`src/hdl/alr_pkg.sv`:
```
`timescale 1ns / 1ps
// Shared types and constants for the antialiased line rasterizer.
// Used by alr_ctrl, alr_datapath, the top level and the checker; no dependencies.
package alr_pkg;

  // Fixed widths of the port fields.
  localparam int POS_W   = 6;
  localparam int LEVEL_W = 8;
  localparam int SIDE_W  = 8;

  // Defaults for the top-level parameters.
  localparam int COORD_BITS_DEF = 6;
  localparam int FRAC_BITS_DEF  = 16;

  typedef enum logic [0:0] {
    OP_MOVE = 1'b0,
    OP_LINE = 1'b1
  } opcode_e;

  typedef enum logic [2:0] {
    CASE_VERT        = 3'd0,
    CASE_STEEP_POS   = 3'd1,
    CASE_SHALLOW_POS = 3'd2,
    CASE_SHALLOW_NEG = 3'd3,
    CASE_STEEP_NEG   = 3'd4
  } slope_case_e;

  typedef enum logic [2:0] {
    ST_IDLE,
    ST_SETUP,
    ST_DIV,
    ST_LOAD,
    ST_PIXEL
  } state_e;

  // Controller to datapath.
  typedef struct packed {
    logic pen_from_in;
    logic latch_tgt;
    logic setup;
    logic div_step;
    logic load_err;
    logic advance;
    logic pen_from_tgt;
  } cmd_t;

  // Datapath to controller.
  typedef struct packed {
    logic line_empty;
    logic vertical;
    logic div_last;
    logic pix_last;
  } sts_t;

endpackage

```
`src/hdl/alr_ctrl.sv`:
```
`timescale 1ns / 1ps
// Controller state machine of the line rasterizer: sequences setup, slope
// division and pixel stepping. Depends on alr_pkg.
module alr_ctrl (
  input  logic          clk_i,
  input  logic          rst_ni,
  input  logic          in_valid_i,
  input  logic          opcode_i,
  input  logic          out_stall_i,
  input  alr_pkg::sts_t sts_i,
  output alr_pkg::cmd_t cmd_o,
  output logic          in_stall_o,
  output logic          out_valid_o
);

  alr_pkg::state_e state_q, state_d;
  logic is_line;

  assign is_line = (opcode_i == 1'(alr_pkg::OP_LINE));

  always_ff @(posedge clk_i or negedge rst_ni) begin
    if (!rst_ni) begin
      state_q <= alr_pkg::ST_IDLE;
    end else begin
      state_q <= state_d;
    end
  end

  always_comb begin
    state_d = state_q;
    case (state_q)
      alr_pkg::ST_IDLE: begin
        if (in_valid_i && is_line) state_d = alr_pkg::ST_SETUP;
      end
      alr_pkg::ST_SETUP: begin
        if (sts_i.line_empty)    state_d = alr_pkg::ST_IDLE;
        else if (sts_i.vertical) state_d = alr_pkg::ST_PIXEL;
        else                     state_d = alr_pkg::ST_DIV;
      end
      alr_pkg::ST_DIV: begin
        if (sts_i.div_last) state_d = alr_pkg::ST_LOAD;
      end
      alr_pkg::ST_LOAD: begin
        state_d = alr_pkg::ST_PIXEL;
      end
      alr_pkg::ST_PIXEL: begin
        if (!out_stall_i && sts_i.pix_last) state_d = alr_pkg::ST_IDLE;
      end
      default: state_d = alr_pkg::ST_IDLE;
    endcase
  end

  always_comb begin
    cmd_o       = '0;
    in_stall_o  = 1'b1;
    out_valid_o = 1'b0;
    case (state_q)
      alr_pkg::ST_IDLE: begin
        in_stall_o        = 1'b0;
        cmd_o.pen_from_in = in_valid_i && !is_line;
        cmd_o.latch_tgt   = in_valid_i && is_line;
      end
      alr_pkg::ST_SETUP: begin
        cmd_o.setup        = 1'b1;
        cmd_o.pen_from_tgt = sts_i.line_empty;
      end
      alr_pkg::ST_DIV: begin
        cmd_o.div_step = 1'b1;
      end
      alr_pkg::ST_LOAD: begin
        cmd_o.load_err = 1'b1;
      end
      alr_pkg::ST_PIXEL: begin
        out_valid_o        = 1'b1;
        cmd_o.advance      = !out_stall_i;
        cmd_o.pen_from_tgt = !out_stall_i && sts_i.pix_last;
      end
      default: begin
        in_stall_o = 1'b1;
      end
    endcase
  end

endmodule

```
`src/hdl/alr_datapath.sv`:
```
`timescale 1ns / 1ps
// Datapath of the line rasterizer: pen, slope classification, bit-serial
// slope divider, error accumulator and pixel coordinates. Depends on alr_pkg.
module alr_datapath #(
  parameter int COORD_BITS = alr_pkg::COORD_BITS_DEF,
  parameter int FRAC_BITS  = alr_pkg::FRAC_BITS_DEF
) (
  input  logic                        clk_i,
  input  logic                        rst_ni,
  input  alr_pkg::cmd_t               cmd_i,
  output alr_pkg::sts_t               sts_o,
  input  logic [alr_pkg::POS_W-1:0]   pos_x_i,
  input  logic [alr_pkg::POS_W-1:0]   pos_y_i,
  output logic [alr_pkg::POS_W-1:0]   main_x_o,
  output logic [alr_pkg::POS_W-1:0]   main_y_o,
  output logic [alr_pkg::LEVEL_W-1:0] main_level_o,
  output logic [alr_pkg::SIDE_W-1:0]  side_x_o,
  output logic [alr_pkg::SIDE_W-1:0]  side_y_o,
  output logic [alr_pkg::LEVEL_W-1:0] side_level_o,
  output logic                        side_valid_o,
  output logic                        last_o
);

  localparam int CB     = COORD_BITS;
  localparam int FB     = FRAC_BITS;
  localparam int EW     = FB + 2;
  localparam int QW     = FB + 1;
  localparam int DCW    = $clog2(FB);
  localparam int PosW   = alr_pkg::POS_W;
  localparam int SideW  = alr_pkg::SIDE_W;
  localparam int LevelW = alr_pkg::LEVEL_W;
  localparam logic [EW-1:0] One = {2'b01, {FB{1'b0}}};
  localparam logic [DCW-1:0] DivLast = DCW'(FB - 1);

  logic [CB-1:0] pen_x_q, pen_y_q, tgt_x_q, tgt_y_q;
  logic [CB-1:0] cx_q, cy_q, n_q, pix_cnt_q, den_q, rem_q;
  logic [QW-1:0] quo_q, slope_q;
  logic [EW-1:0] err_q;
  logic [DCW-1:0] div_cnt_q;
  alr_pkg::slope_case_e case_q;

  // Setup signals
  logic signed [CB:0] dx, dy;
  logic [CB-1:0] adx, ady, start_x, start_y, n_d, num_d, den_d;
  logic dx_zero, dy_zero, pos_slope, shallow;
  alr_pkg::slope_case_e case_d;

  // Step signals
  logic [CB:0] rem_sh;
  logic rem_ge;
  logic [EW-1:0] err_sum, err_next;
  logic carry;
  logic [CB-1:0] cx_d, cy_d;
  logic vert;

  function automatic logic [LevelW-1:0] level_of(input logic [EW-1:0] e);
    logic [EW+7:0] p;
    logic [EW+7:0] s;
    p = {e, 8'd0} - {8'd0, e};
    s = p >> FB;
    level_of = (s > (EW+8)'(255)) ? LevelW'(255) : s[LevelW-1:0];
  endfunction

  // Classify the line from pen to target.
  always_comb begin
    dx      = $signed({1'b0, tgt_x_q}) - $signed({1'b0, pen_x_q});
    dy      = $signed({1'b0, tgt_y_q}) - $signed({1'b0, pen_y_q});
    adx     = dx[CB] ? CB'(-dx) : dx[CB-1:0];
    ady     = dy[CB] ? CB'(-dy) : dy[CB-1:0];
    dx_zero = (dx == '0);
    dy_zero = (dy == '0);
    pos_slope = dy_zero || (dx[CB] == dy[CB]);
    shallow   = (ady <= adx);
    start_x = pen_x_q;
    start_y = pen_y_q;
    n_d     = ady;
    num_d   = adx;
    den_d   = ady;
    if (dx_zero) begin
      case_d  = alr_pkg::CASE_VERT;
      start_y = (pen_y_q < tgt_y_q) ? pen_y_q : tgt_y_q;
    end else if (shallow) begin
      case_d = pos_slope ? alr_pkg::CASE_SHALLOW_POS : alr_pkg::CASE_SHALLOW_NEG;
      n_d    = adx;
      num_d  = ady;
      den_d  = adx;
      if (pen_x_q > tgt_x_q) begin
        start_x = tgt_x_q;
        start_y = tgt_y_q;
      end
    end else if (pos_slope) begin
      case_d = alr_pkg::CASE_STEEP_POS;
      if (pen_y_q > tgt_y_q) begin
        start_x = tgt_x_q;
        start_y = tgt_y_q;
      end
    end else begin
      case_d = alr_pkg::CASE_STEEP_NEG;
      if (pen_y_q < tgt_y_q) begin
        start_x = tgt_x_q;
        start_y = tgt_y_q;
      end
    end
  end

  // One quotient bit per cycle; remainder always below the divisor.
  assign rem_sh = {rem_q, 1'b0};
  assign rem_ge = (rem_sh >= {1'b0, den_q});

  // Error accumulator and walk.
  always_comb begin
    err_sum  = err_q + {1'b0, slope_q};
    carry    = (err_sum >= One);
    err_next = carry ? (err_sum - One) : err_sum;
    cx_d     = cx_q;
    cy_d     = cy_q;
    case (case_q)
      alr_pkg::CASE_VERT: begin
        cy_d = cy_q + CB'(1);
      end
      alr_pkg::CASE_SHALLOW_POS: begin
        cx_d = cx_q + CB'(1);
        cy_d = cy_q + CB'(carry);
      end
      alr_pkg::CASE_SHALLOW_NEG: begin
        cx_d = cx_q + CB'(1);
        cy_d = cy_q - CB'(carry);
      end
      alr_pkg::CASE_STEEP_POS: begin
        cy_d = cy_q + CB'(1);
        cx_d = cx_q + CB'(carry);
      end
      alr_pkg::CASE_STEEP_NEG: begin
        cy_d = cy_q - CB'(1);
        cx_d = cx_q + CB'(carry);
      end
      default: begin
        cx_d = cx_q;
      end
    endcase
  end

  always_ff @(posedge clk_i or negedge rst_ni) begin
    if (!rst_ni) begin
      pen_x_q <= '0;
      pen_y_q <= '0;
      case_q  <= alr_pkg::CASE_VERT;
    end else begin
      if (cmd_i.pen_from_in) begin
        pen_x_q <= pos_x_i[CB-1:0];
        pen_y_q <= pos_y_i[CB-1:0];
      end else if (cmd_i.pen_from_tgt) begin
        pen_x_q <= tgt_x_q;
        pen_y_q <= tgt_y_q;
      end
      if (cmd_i.setup) case_q <= case_d;
    end
  end

  always_ff @(posedge clk_i) begin
    if (cmd_i.latch_tgt) begin
      tgt_x_q <= pos_x_i[CB-1:0];
      tgt_y_q <= pos_y_i[CB-1:0];
    end
    if (cmd_i.setup) begin
      cx_q      <= start_x;
      cy_q      <= start_y;
      n_q       <= n_d;
      den_q     <= den_d;
      pix_cnt_q <= '0;
      div_cnt_q <= '0;
      err_q     <= '0;
      // Integer quotient bit is set only when numerator equals divisor.
      rem_q     <= (num_d == den_d) ? '0 : num_d;
      quo_q     <= QW'(num_d == den_d);
    end
    if (cmd_i.div_step) begin
      rem_q     <= rem_ge ? CB'(rem_sh - {1'b0, den_q}) : rem_sh[CB-1:0];
      quo_q     <= {quo_q[QW-2:0], rem_ge};
      div_cnt_q <= div_cnt_q + DCW'(1);
    end
    if (cmd_i.load_err) begin
      slope_q <= quo_q;
      err_q   <= {1'b0, quo_q};
    end
    if (cmd_i.advance) begin
      pix_cnt_q <= pix_cnt_q + CB'(1);
      cx_q      <= cx_d;
      cy_q      <= cy_d;
      err_q     <= err_next;
    end
  end

  assign sts_o.line_empty = (n_d == '0);
  assign sts_o.vertical   = dx_zero;
  assign sts_o.div_last   = (div_cnt_q == DivLast);
  assign sts_o.pix_last   = (CB'(pix_cnt_q + CB'(1)) == n_q);

  assign vert = (case_q == alr_pkg::CASE_VERT);

  always_comb begin
    main_x_o     = PosW'(cx_q);
    main_y_o     = PosW'(cy_q);
    main_level_o = vert ? '0 : level_of(err_q);
    side_valid_o = !vert;
    last_o       = sts_o.pix_last;
    side_level_o = (vert || err_q >= One) ? '0 : level_of(One - err_q);
    side_x_o     = SideW'(cx_q);
    side_y_o     = SideW'(cy_q);
    case (case_q)
      alr_pkg::CASE_VERT: begin
        side_x_o = '0;
        side_y_o = '0;
      end
      alr_pkg::CASE_SHALLOW_POS: side_y_o = SideW'(cy_q) + SideW'(1);
      alr_pkg::CASE_SHALLOW_NEG: side_y_o = SideW'(cy_q) - SideW'(1);
      alr_pkg::CASE_STEEP_POS:   side_x_o = SideW'(cx_q) + SideW'(1);
      alr_pkg::CASE_STEEP_NEG:   side_x_o = SideW'(cx_q) + SideW'(1);
      default:                   side_x_o = SideW'(cx_q);
    endcase
  end

endmodule

```
`src/hdl/antialiased_line_rasterizer.sv`:
```
`timescale 1ns / 1ps
// Antialiased line rasterizer, top level. A move transaction only updates the pen.
// A line transaction stalls the input through setup, slope divide and error load,
// then emits one pixel transaction per cycle while the output is not stalled, for
// |major axis| pixels; a vertical line skips the divide and load, a zero-length line
// emits no pixel. The slope divider is bit-serial and a single pixel stepper walks the line.
// Asynchronous active-low reset clears pen to (0,0) and returns to idle.
module antialiased_line_rasterizer #(
  parameter int COORD_BITS = alr_pkg::COORD_BITS_DEF,
  parameter int FRAC_BITS  = alr_pkg::FRAC_BITS_DEF
) (
  input  logic                        clk_i,
  input  logic                        rst_ni,
  // Command channel
  input  logic                        in_valid_i,
  output logic                        in_stall_o,
  input  logic                        opcode_i,
  input  logic [alr_pkg::POS_W-1:0]   pos_x_i,
  input  logic [alr_pkg::POS_W-1:0]   pos_y_i,
  // Pixel channel
  output logic                        out_valid_o,
  input  logic                        out_stall_i,
  output logic [alr_pkg::POS_W-1:0]   main_x_o,
  output logic [alr_pkg::POS_W-1:0]   main_y_o,
  output logic [alr_pkg::LEVEL_W-1:0] main_level_o,
  output logic [alr_pkg::SIDE_W-1:0]  side_x_o,
  output logic [alr_pkg::SIDE_W-1:0]  side_y_o,
  output logic [alr_pkg::LEVEL_W-1:0] side_level_o,
  output logic                        side_valid_o,
  output logic                        last_o
);

  // Command and status between the sequencer and the datapath.
  alr_pkg::cmd_t cmd;
  alr_pkg::sts_t sts;

  // Sequencer: accepts commands only when idle, holds the pixel payload
  // steady while the downstream stalls.
  alr_ctrl u_ctrl (
    .clk_i       (clk_i),
    .rst_ni      (rst_ni),
    .in_valid_i  (in_valid_i),
    .opcode_i    (opcode_i),
    .out_stall_i (out_stall_i),
    .sts_i       (sts),
    .cmd_o       (cmd),
    .in_stall_o  (in_stall_o),
    .out_valid_o (out_valid_o)
  );

  // Datapath: pen, slope divider, error accumulator, pixel walker. The
  // pixel payload comes straight from its registers, which change during
  // pixel output only when a pixel transaction completes.
  alr_datapath #(
    .COORD_BITS (COORD_BITS),
    .FRAC_BITS  (FRAC_BITS)
  ) u_dp (
    .clk_i        (clk_i),
    .rst_ni       (rst_ni),
    .cmd_i        (cmd),
    .sts_o        (sts),
    .pos_x_i      (pos_x_i),
    .pos_y_i      (pos_y_i),
    .main_x_o     (main_x_o),
    .main_y_o     (main_y_o),
    .main_level_o (main_level_o),
    .side_x_o     (side_x_o),
    .side_y_o     (side_y_o),
    .side_level_o (side_level_o),
    .side_valid_o (side_valid_o),
    .last_o       (last_o)
  );

endmodule

```
`config.mk`:
```
export PLATFORM = sky130hd
export DESIGN_NAME = antialiased_line_rasterizer
export DESIGN_NICKNAME = d
export VERILOG_FILES = /design/src/hdl/alr_pkg.sv /design/src/hdl/alr_ctrl.sv /design/src/hdl/alr_datapath.sv /design/src/hdl/antialiased_line_rasterizer.sv
export SDC_FILE = /design/constraint.sdc
export NUM_CORES = 1
export LEC_CHECK = 0
export BUFFER_PORTS_ARGS = -buffer_cell sky130_fd_sc_hd__buf_2
export CELL_PAD_IN_SITES_DETAIL_PLACEMENT = 0
export CELL_PAD_IN_SITES_GLOBAL_PLACEMENT = 1
export CORE_MARGIN = 1
export CORE_UTILIZATION = 48
export CTS_CLUSTER_SIZE = 24
export DETAILED_ROUTE_END_ITERATION = 12
export PLACE_DENSITY_LB_ADDON = 0.1
export SLEW_MARGIN = 30
export SYNTH_ARGS = -nofsm -noshare
export SYNTH_HDL_FRONTEND = slang
export SYNTH_SLANG_ARGS = --single-unit
```
`constraint.sdc`:
```
create_clock -name clk_i -period 6.55 [get_ports clk_i]
set_input_delay 0.655 -clock clk_i [delete_from_list [all_inputs] [get_ports clk_i]]
set_output_delay 0.655 -clock clk_i [all_outputs]
set_load 0.01 [all_outputs]
```
## Word-level counts from Yosys, hierarchy flattened

Index checks and enable logic that the tools add are counted.

| word-level totals | value |
|---|---|
| bits in registers | 116 |
| output and inout port bits | 48 |
| word-level logic and storage cells | 152 |

| operators by class | value |
|---|---|
| add/sub/neg operators | 21 |
| order comparisons | 9 |
| eq/ne operators | 17 |
| multiplexer cells | 67 |
| reduce and logical (&&, ||, !) cells | 23 |

Operator list:

| cell | count |
|---|---|
| two-way mux 6 bit | 33 |
| two-way mux 18 bit | 4 |
| subtractor 26 x 18 -> 26 bit | 2 |
| greater-or-equal comparator 18 x 17 -> 1 bit, second input constant | 2 |
| two-way mux 17 bit | 2 |
| two-way mux 8 bit | 4 |
| two-way mux 3 bit | 8 |
| case mux 6 bit (4 select lines) | 1 |
| case mux 8 bit (3 select lines) | 1 |
| greater-than comparator 10 x 8 -> 1 bit, second input constant | 2 |
| adder 18 x 17 -> 18 bit | 1 |
| adder 6 x 1 -> 6 bit, second input constant | 3 |
| subtractor 17 x 18 -> 18 bit, first input constant | 1 |
| subtractor 18 x 17 -> 18 bit, second input constant | 1 |
| case mux 8 bit (2 select lines) | 1 |
| case mux 3 bit (5 select lines) | 1 |
| adder 6 x 1 -> 7 bit, second input constant | 2 |
| logical NOT 7 bit | 2 |
| subtractor 6 x 6 -> 7 bit | 2 |
| adder 6 x 1 -> 6 bit | 2 |
| equality test 3 x 2 -> 1 bit, second input constant | 4 |
| equality test 6 bit | 2 |
| greater-than comparator 6 bit | 2 |
| negator 6 bit | 2 |
| 31 further kinds | 52 |

## Depth between registers and ports, before layout

| logic depth | value |
|---|---|
| depth after elaboration | 10 |
| gate-level depth with buffers | 22 |
| mapped depth without buffers | 21 |

## Modules after synthesis

From an unflattened synthesis, not the netlist that was laid out.

| unflattened totals | value |
|---|---|
| cells, all modules | 1063 |
| area, all modules | 9659.3 um^2 |

Modules (own cells, without submodules):

| module | instances | cells each | area an instance (um^2) |
|---|---|---|---|
| alr_datapath | 1 | 1036 | 9455.3 |
| alr_ctrl | 1 | 27 | 203.9 |

## Least setup slack after synthesis

OpenSTA, ideal clock, no wires.

| timing path | value |
|---|---|
| kind | reg-to-reg |
| from | register u_dp.tgt_x_q[0] |
| to | register u_dp.cy_q[0], in the netlist u_dp.main_y_o[0], data pin |
| setup time | 0.270 ns |
| arrival time | 4.366 ns |
| data required time | 6.280 ns |
| setup slack | 1.913 ns |
| stages on the path, launching flop included | 19 |
| path buffers | 0 |
| clock period less this slack | 4.637 ns |
| path through | edfxtp_1 > inv_1 > ha_1 > inv_1 > fa_1 > a21o_1 > a21oi_1 > o22ai_1 > nor2_1 > xor2_1 > ha_1 > and3_1 > a32oi_1 > nor4b_1 > nor2_1 > a21oi_2 > mux2i_2 > mux2i_1 > mux2i_1 |

| on the way | value |
|---|---|
| cells in the longest elaborated chain, start to end | 8 |

RTL lines:

| what | RTL line | RTL |
|---|---|---|
| start: declaration | alr_datapath.sv:35 | `logic [CB-1:0] pen_x_q, pen_y_q, tgt_x_q, tgt_y_q;` |
| start signal: assignment | alr_datapath.sv:162 | `tgt_x_q <= pos_x_i[CB-1:0];` |
| subtractor 6 x 6 -> 7 bit | alr_datapath.sv:66 | `dx = $signed({1'b0, tgt_x_q}) - $signed({1'b0, pen_x_q});` |
| negator 6 bit / equality test 1 bit (equally long branches) | alr_datapath.sv:68, alr_datapath.sv:72 |  |
| two-way mux 6 bit / logical OR 1 bit (equally long branches) | alr_datapath.sv:68, alr_datapath.sv:72 |  |
| <= comparator 6 bit / two-way mux 6 bit (equally long branches) | alr_datapath.sv:73, alr_datapath.sv:91 |  |
| two-way mux 6 bit | alr_datapath.sv:82 | `end else if (shallow) begin` |
| two-way mux 6 bit (*) | alr_datapath.sv:79 | `if (dx_zero) begin` |
| two-way mux 6 bit (*) | alr_datapath.sv:165 | `if (cmd_i.setup) begin` |
| two-way mux 6 bit (*) | alr_datapath.sv:186 | `if (cmd_i.advance) begin` |
| end signal: assignment | alr_datapath.sv:167 | `cy_q <= start_y;` |
| end signal: assignment | alr_datapath.sv:189 | `cy_q <= cy_d;` |
| end: declaration | alr_datapath.sv:36 | `logic [CB-1:0] cx_q, cy_q, n_q, pix_cnt_q, den_q, rem_q;` |

Every way passes the cells marked *; elsewhere a longest branch is shown, timed or not. The select of a mux whose other input is x is not followed.
A chain may end at the register's enable or synchronous reset.

## Worst setup path after layout

| timing path | value |
|---|---|
| from | register u_dp.err_q[4] |
| to | output side_level_o[1] in the netlist's numbering |

| on the way | value |
|---|---|
| cells in the longest elaborated chain, start to end | 5 |

RTL lines:

| what | RTL line | RTL |
|---|---|---|
| start: declaration | alr_datapath.sv:38 | `logic [EW-1:0] err_q;` |
| start signal: assignment | alr_datapath.sv:184 | `err_q <= {1'b0, quo_q};` |
| start signal: assignment | alr_datapath.sv:190 | `err_q <= err_next;` |
| subtractor 17 x 18 -> 18 bit | alr_datapath.sv:207 | `side_level_o = (vert \|\| err_q >= One) ? '0 : level_of(One - err_q);` |
| subtractor 26 x 18 -> 26 bit | alr_datapath.sv:59 | `p = {e, 8'd0} - {8'd0, e};` |
| greater-than comparator 10 x 8 -> 1 bit | alr_datapath.sv:61 | `level_of = (s > (EW+8)'(255)) ? LevelW'(255) : s[LevelW-1:0];` |
| two-way mux 8 bit | alr_datapath.sv:61 |  |
| two-way mux 8 bit (*) | alr_datapath.sv:207 |  |
| end: declaration | antialiased_line_rasterizer.sv:28 | `output logic [alr_pkg::LEVEL_W-1:0] side_level_o,` |

Every way passes the cells marked *; elsewhere a longest branch is shown, timed or not.

==> reports/metrics.yaml <==
sta:
  tightest_slew_ps: 895
  fin_crit_sh: 0.839
  slew-limit-headroom: 0.402
  setup_tns_ps: 0
  clock.fmax_mhz: 182
  skew_ps: 10.6
  rsz0062_at_grt: "false"
  drv_slew: 0
  setup_viol: 0
  fin_crit_ps: 5490
  final_hold_viol_count: 0
routing:
  avgViaCountPerCell: 5.68
  first_pass_iters: 5
  drtIter0Drc: 473
  totalWireLength_mm: 22.8
  antenna_left: 0
  drcViolationCount: 0
  vias: 7675
  wl_per_cell_um: 16.9
worst_setup_path:
  slowest_delay_ps: 560
  worstPathArrival_ps: 4840
  crit_top_cell: "and3_1"
  crit_path_start_kind: "flip-flop"
  crit_path_end_kind: "output pin"
  required_ps: 5890
  cp_max_fo: 8
  crit_chain: "nor4_2 -> nand4_1 -> nand2b_1 -> nor2_1 -> xnor2_1 -> ha_1 -> and3_1 -> and3_1 -> and2_1 -> o211a_1 -> a31oi_1 -> o211ai_1 -> a41o_1 -> a32o_1 -> a211oi_4 -> a31o_1 -> buf_2"
  crit_type: "reg2out"
  slowest_stage: "nor4_2"
synthesis:
  syn_area_um2: 9450
  synthFlopType: "edfxtp_1"
  synthArstFlopShare: 0.155
  syn-instance-count: 1019
  synth_top_area_share: 0.311
  ys_types: 82
  synth_nets: 1117
  syn_avg_cell_area_um2: 9.28
  synth_edf_count: 98
  synth_seq_cells: 116
  synth_area_leaders: "edfxtp_1, ha_1, xnor2_1, mux2i_1, dfrtp_1"
  seq_area_frac_synth: 0.359
  yosysWarnings: 0
  ys_top_cells_by_count: "edfxtp_1, nand2_1, nor2_1, ha_1, inv_1"
  synth_top_area_cell: "edfxtp_1"
  yosysMostFrequentCell: "edfxtp_1"
global_route:
  overflow: 0
  grt_pass1_wl_mm: 36.9
  antenna_found_initial: 0
  grt_pass1_vias: 7026
  grt_max_degree: 35
  grt_usage: 0.235
cts:
  clk_pin_slew_ps: 60
  cts_hold_buf: 0
  cts.path.max_buffers: 2
  cts_buffers: 17
  cts_resized: 0
  clock_sinks: 116
  cts_tree: "built"
  cts_setup_buffers: 0
  clock-root-buffer: "clkbuf_16"
  h-tree-depth: 4
  clkLatencyLatePin_ps: 410
place:
  hpwl_mm: 17.5
  io_buffers: 63
  gp_congestion: 0.857
  place_inst: 1320
floorplan:
  rows: 50
  die_h_um: 142
  design.die.area_um2: 20300
  core_um2: 19000
  die_w_um: 142
  ios: 65
  start_util: 0.497
job:
  max-cap-violations: 0
final_layout:
  fill_cells: 1775
  area_growth_pct: 12.4
  final_layout_size_suffix_gt1_frac: 0.115
  n_antenna_cell: 0
  stdcell_count: 1352
  nets: 1177
min_path:
  hold_class: "in2async"
outcome:
  status: "completed"
==> path summary, 6_finish.rpt <==
kind                                  from                end  slack [ps]  depth (start not counted)
setup / recovery             u_dp.err_q[4]    side_level_o[1]        1060                         17
hold / removal                      rst_ni  u_ctrl.state_q[2]         190                          1
setup reg to reg           u_dp.tgt_x_q[0]    u_dp.pen_y_q[3]        1060                         19
hold reg to reg             u_dp.quo_q[16]   u_dp.slope_q[16]         470                          0
max in group asynchronous           rst_ni     u_dp.case_q[0]        6030                          1
min in group clk_i              pos_y_i[4]    u_dp.tgt_y_q[4]         430                          1
==> critical path, delay by kind of cell, from the launching register on <==
family / cells / cell delay [ps]
AOI/OAI and AO/OA: 7 / 1480
DFF: 1 / 530
and+or+nand+nor: 7 / 1770
adders and majority gates: 1 / 310
xor gates and xnor gates: 1 / 200
buffers and inverters: 1 / 120
==> cells by family after synthesis <==
family | share of synthesized area
AOI/OAI and AO/OA | 0.169
adders and majority gates | 0.112
DFF | 0.359
muxes | 0.0623
other | 0.000397
xor gates and xnor gates | 0.0825
and+or+nand+nor | 0.174
buffers and inverters | 0.0405
==> layout make-up <==
class                   count  area [µm²]  share of cell area
inverters                  69         259              0.0244
repair buffers             71         375              0.0353
multi-input cells         804        5680               0.535
well taps                 260         325              0.0306
clock buffers              22         497              0.0467
flip-flops and latches    116        3390               0.319
clock inverters            10        95.1             0.00895
==> per-stage QoR <==
step	worst slack, ps	instance area, µm²	hold WS [ps]	utilization
floorplan	1910	9450	359	-
global placement	1260	10000	436	0.527
detailed placement	1120	10000	433	0.528
CTS	1070	10600	192	0.559
global route	615	10600	207	0.559
finish	1060	10600	194	0.559
==> cell usage in the layout (no fill, tap or decap), types with 29 or more instances in the layout <==
| cell type | count |
|---|---|
| edfxtp_1 | 98 |
| and3_1 | 29 |
| nand3_1 | 32 |
| inv_1 | 68 |
| mux2i_1 | 47 |
| ha_1 | 76 |
| a21oi_1 | 42 |
| nor2_1 | 86 |
| nand2_1 | 87 |
| xnor2_1 | 60 |
| o21ai_0 | 51 |
| buf_2 | 63 |
| xor2_1 | 29 |
==> metal layers <==
layer  part of all wire  track usage  vias to the layer above  routed length [µm]
li1                   -            -                     3856                   -
met1               0.51        0.344                     3625               11600
met2               0.44        0.360                      185                9950
met3              0.050       0.0431                        9                1150
met4             0.0080       0.0560                        0                 182
met5                  0            0                        -                   0
==> flip-flops by register name (all words and copies together), names as in the netlist, 4 cells and up <==
signal and flops:
u_dp.main_x_o 6, u_dp.pen_y_q 6, u_dp.err_q 18, u_dp.pen_x_q 6, u_dp.rem_q 6, u_dp.main_y_o 6
u_dp.tgt_x_q 6, u_dp.slope_q 17, u_dp.quo_q 17, u_dp.pix_cnt_q 6, u_dp.div_cnt_q 4, u_dp.tgt_y_q 6
u_dp.n_q 6
Power is left out: the tool's default activity adds up to more than one toggle a clock period on the data nets, which glitch-free logic cannot reach.
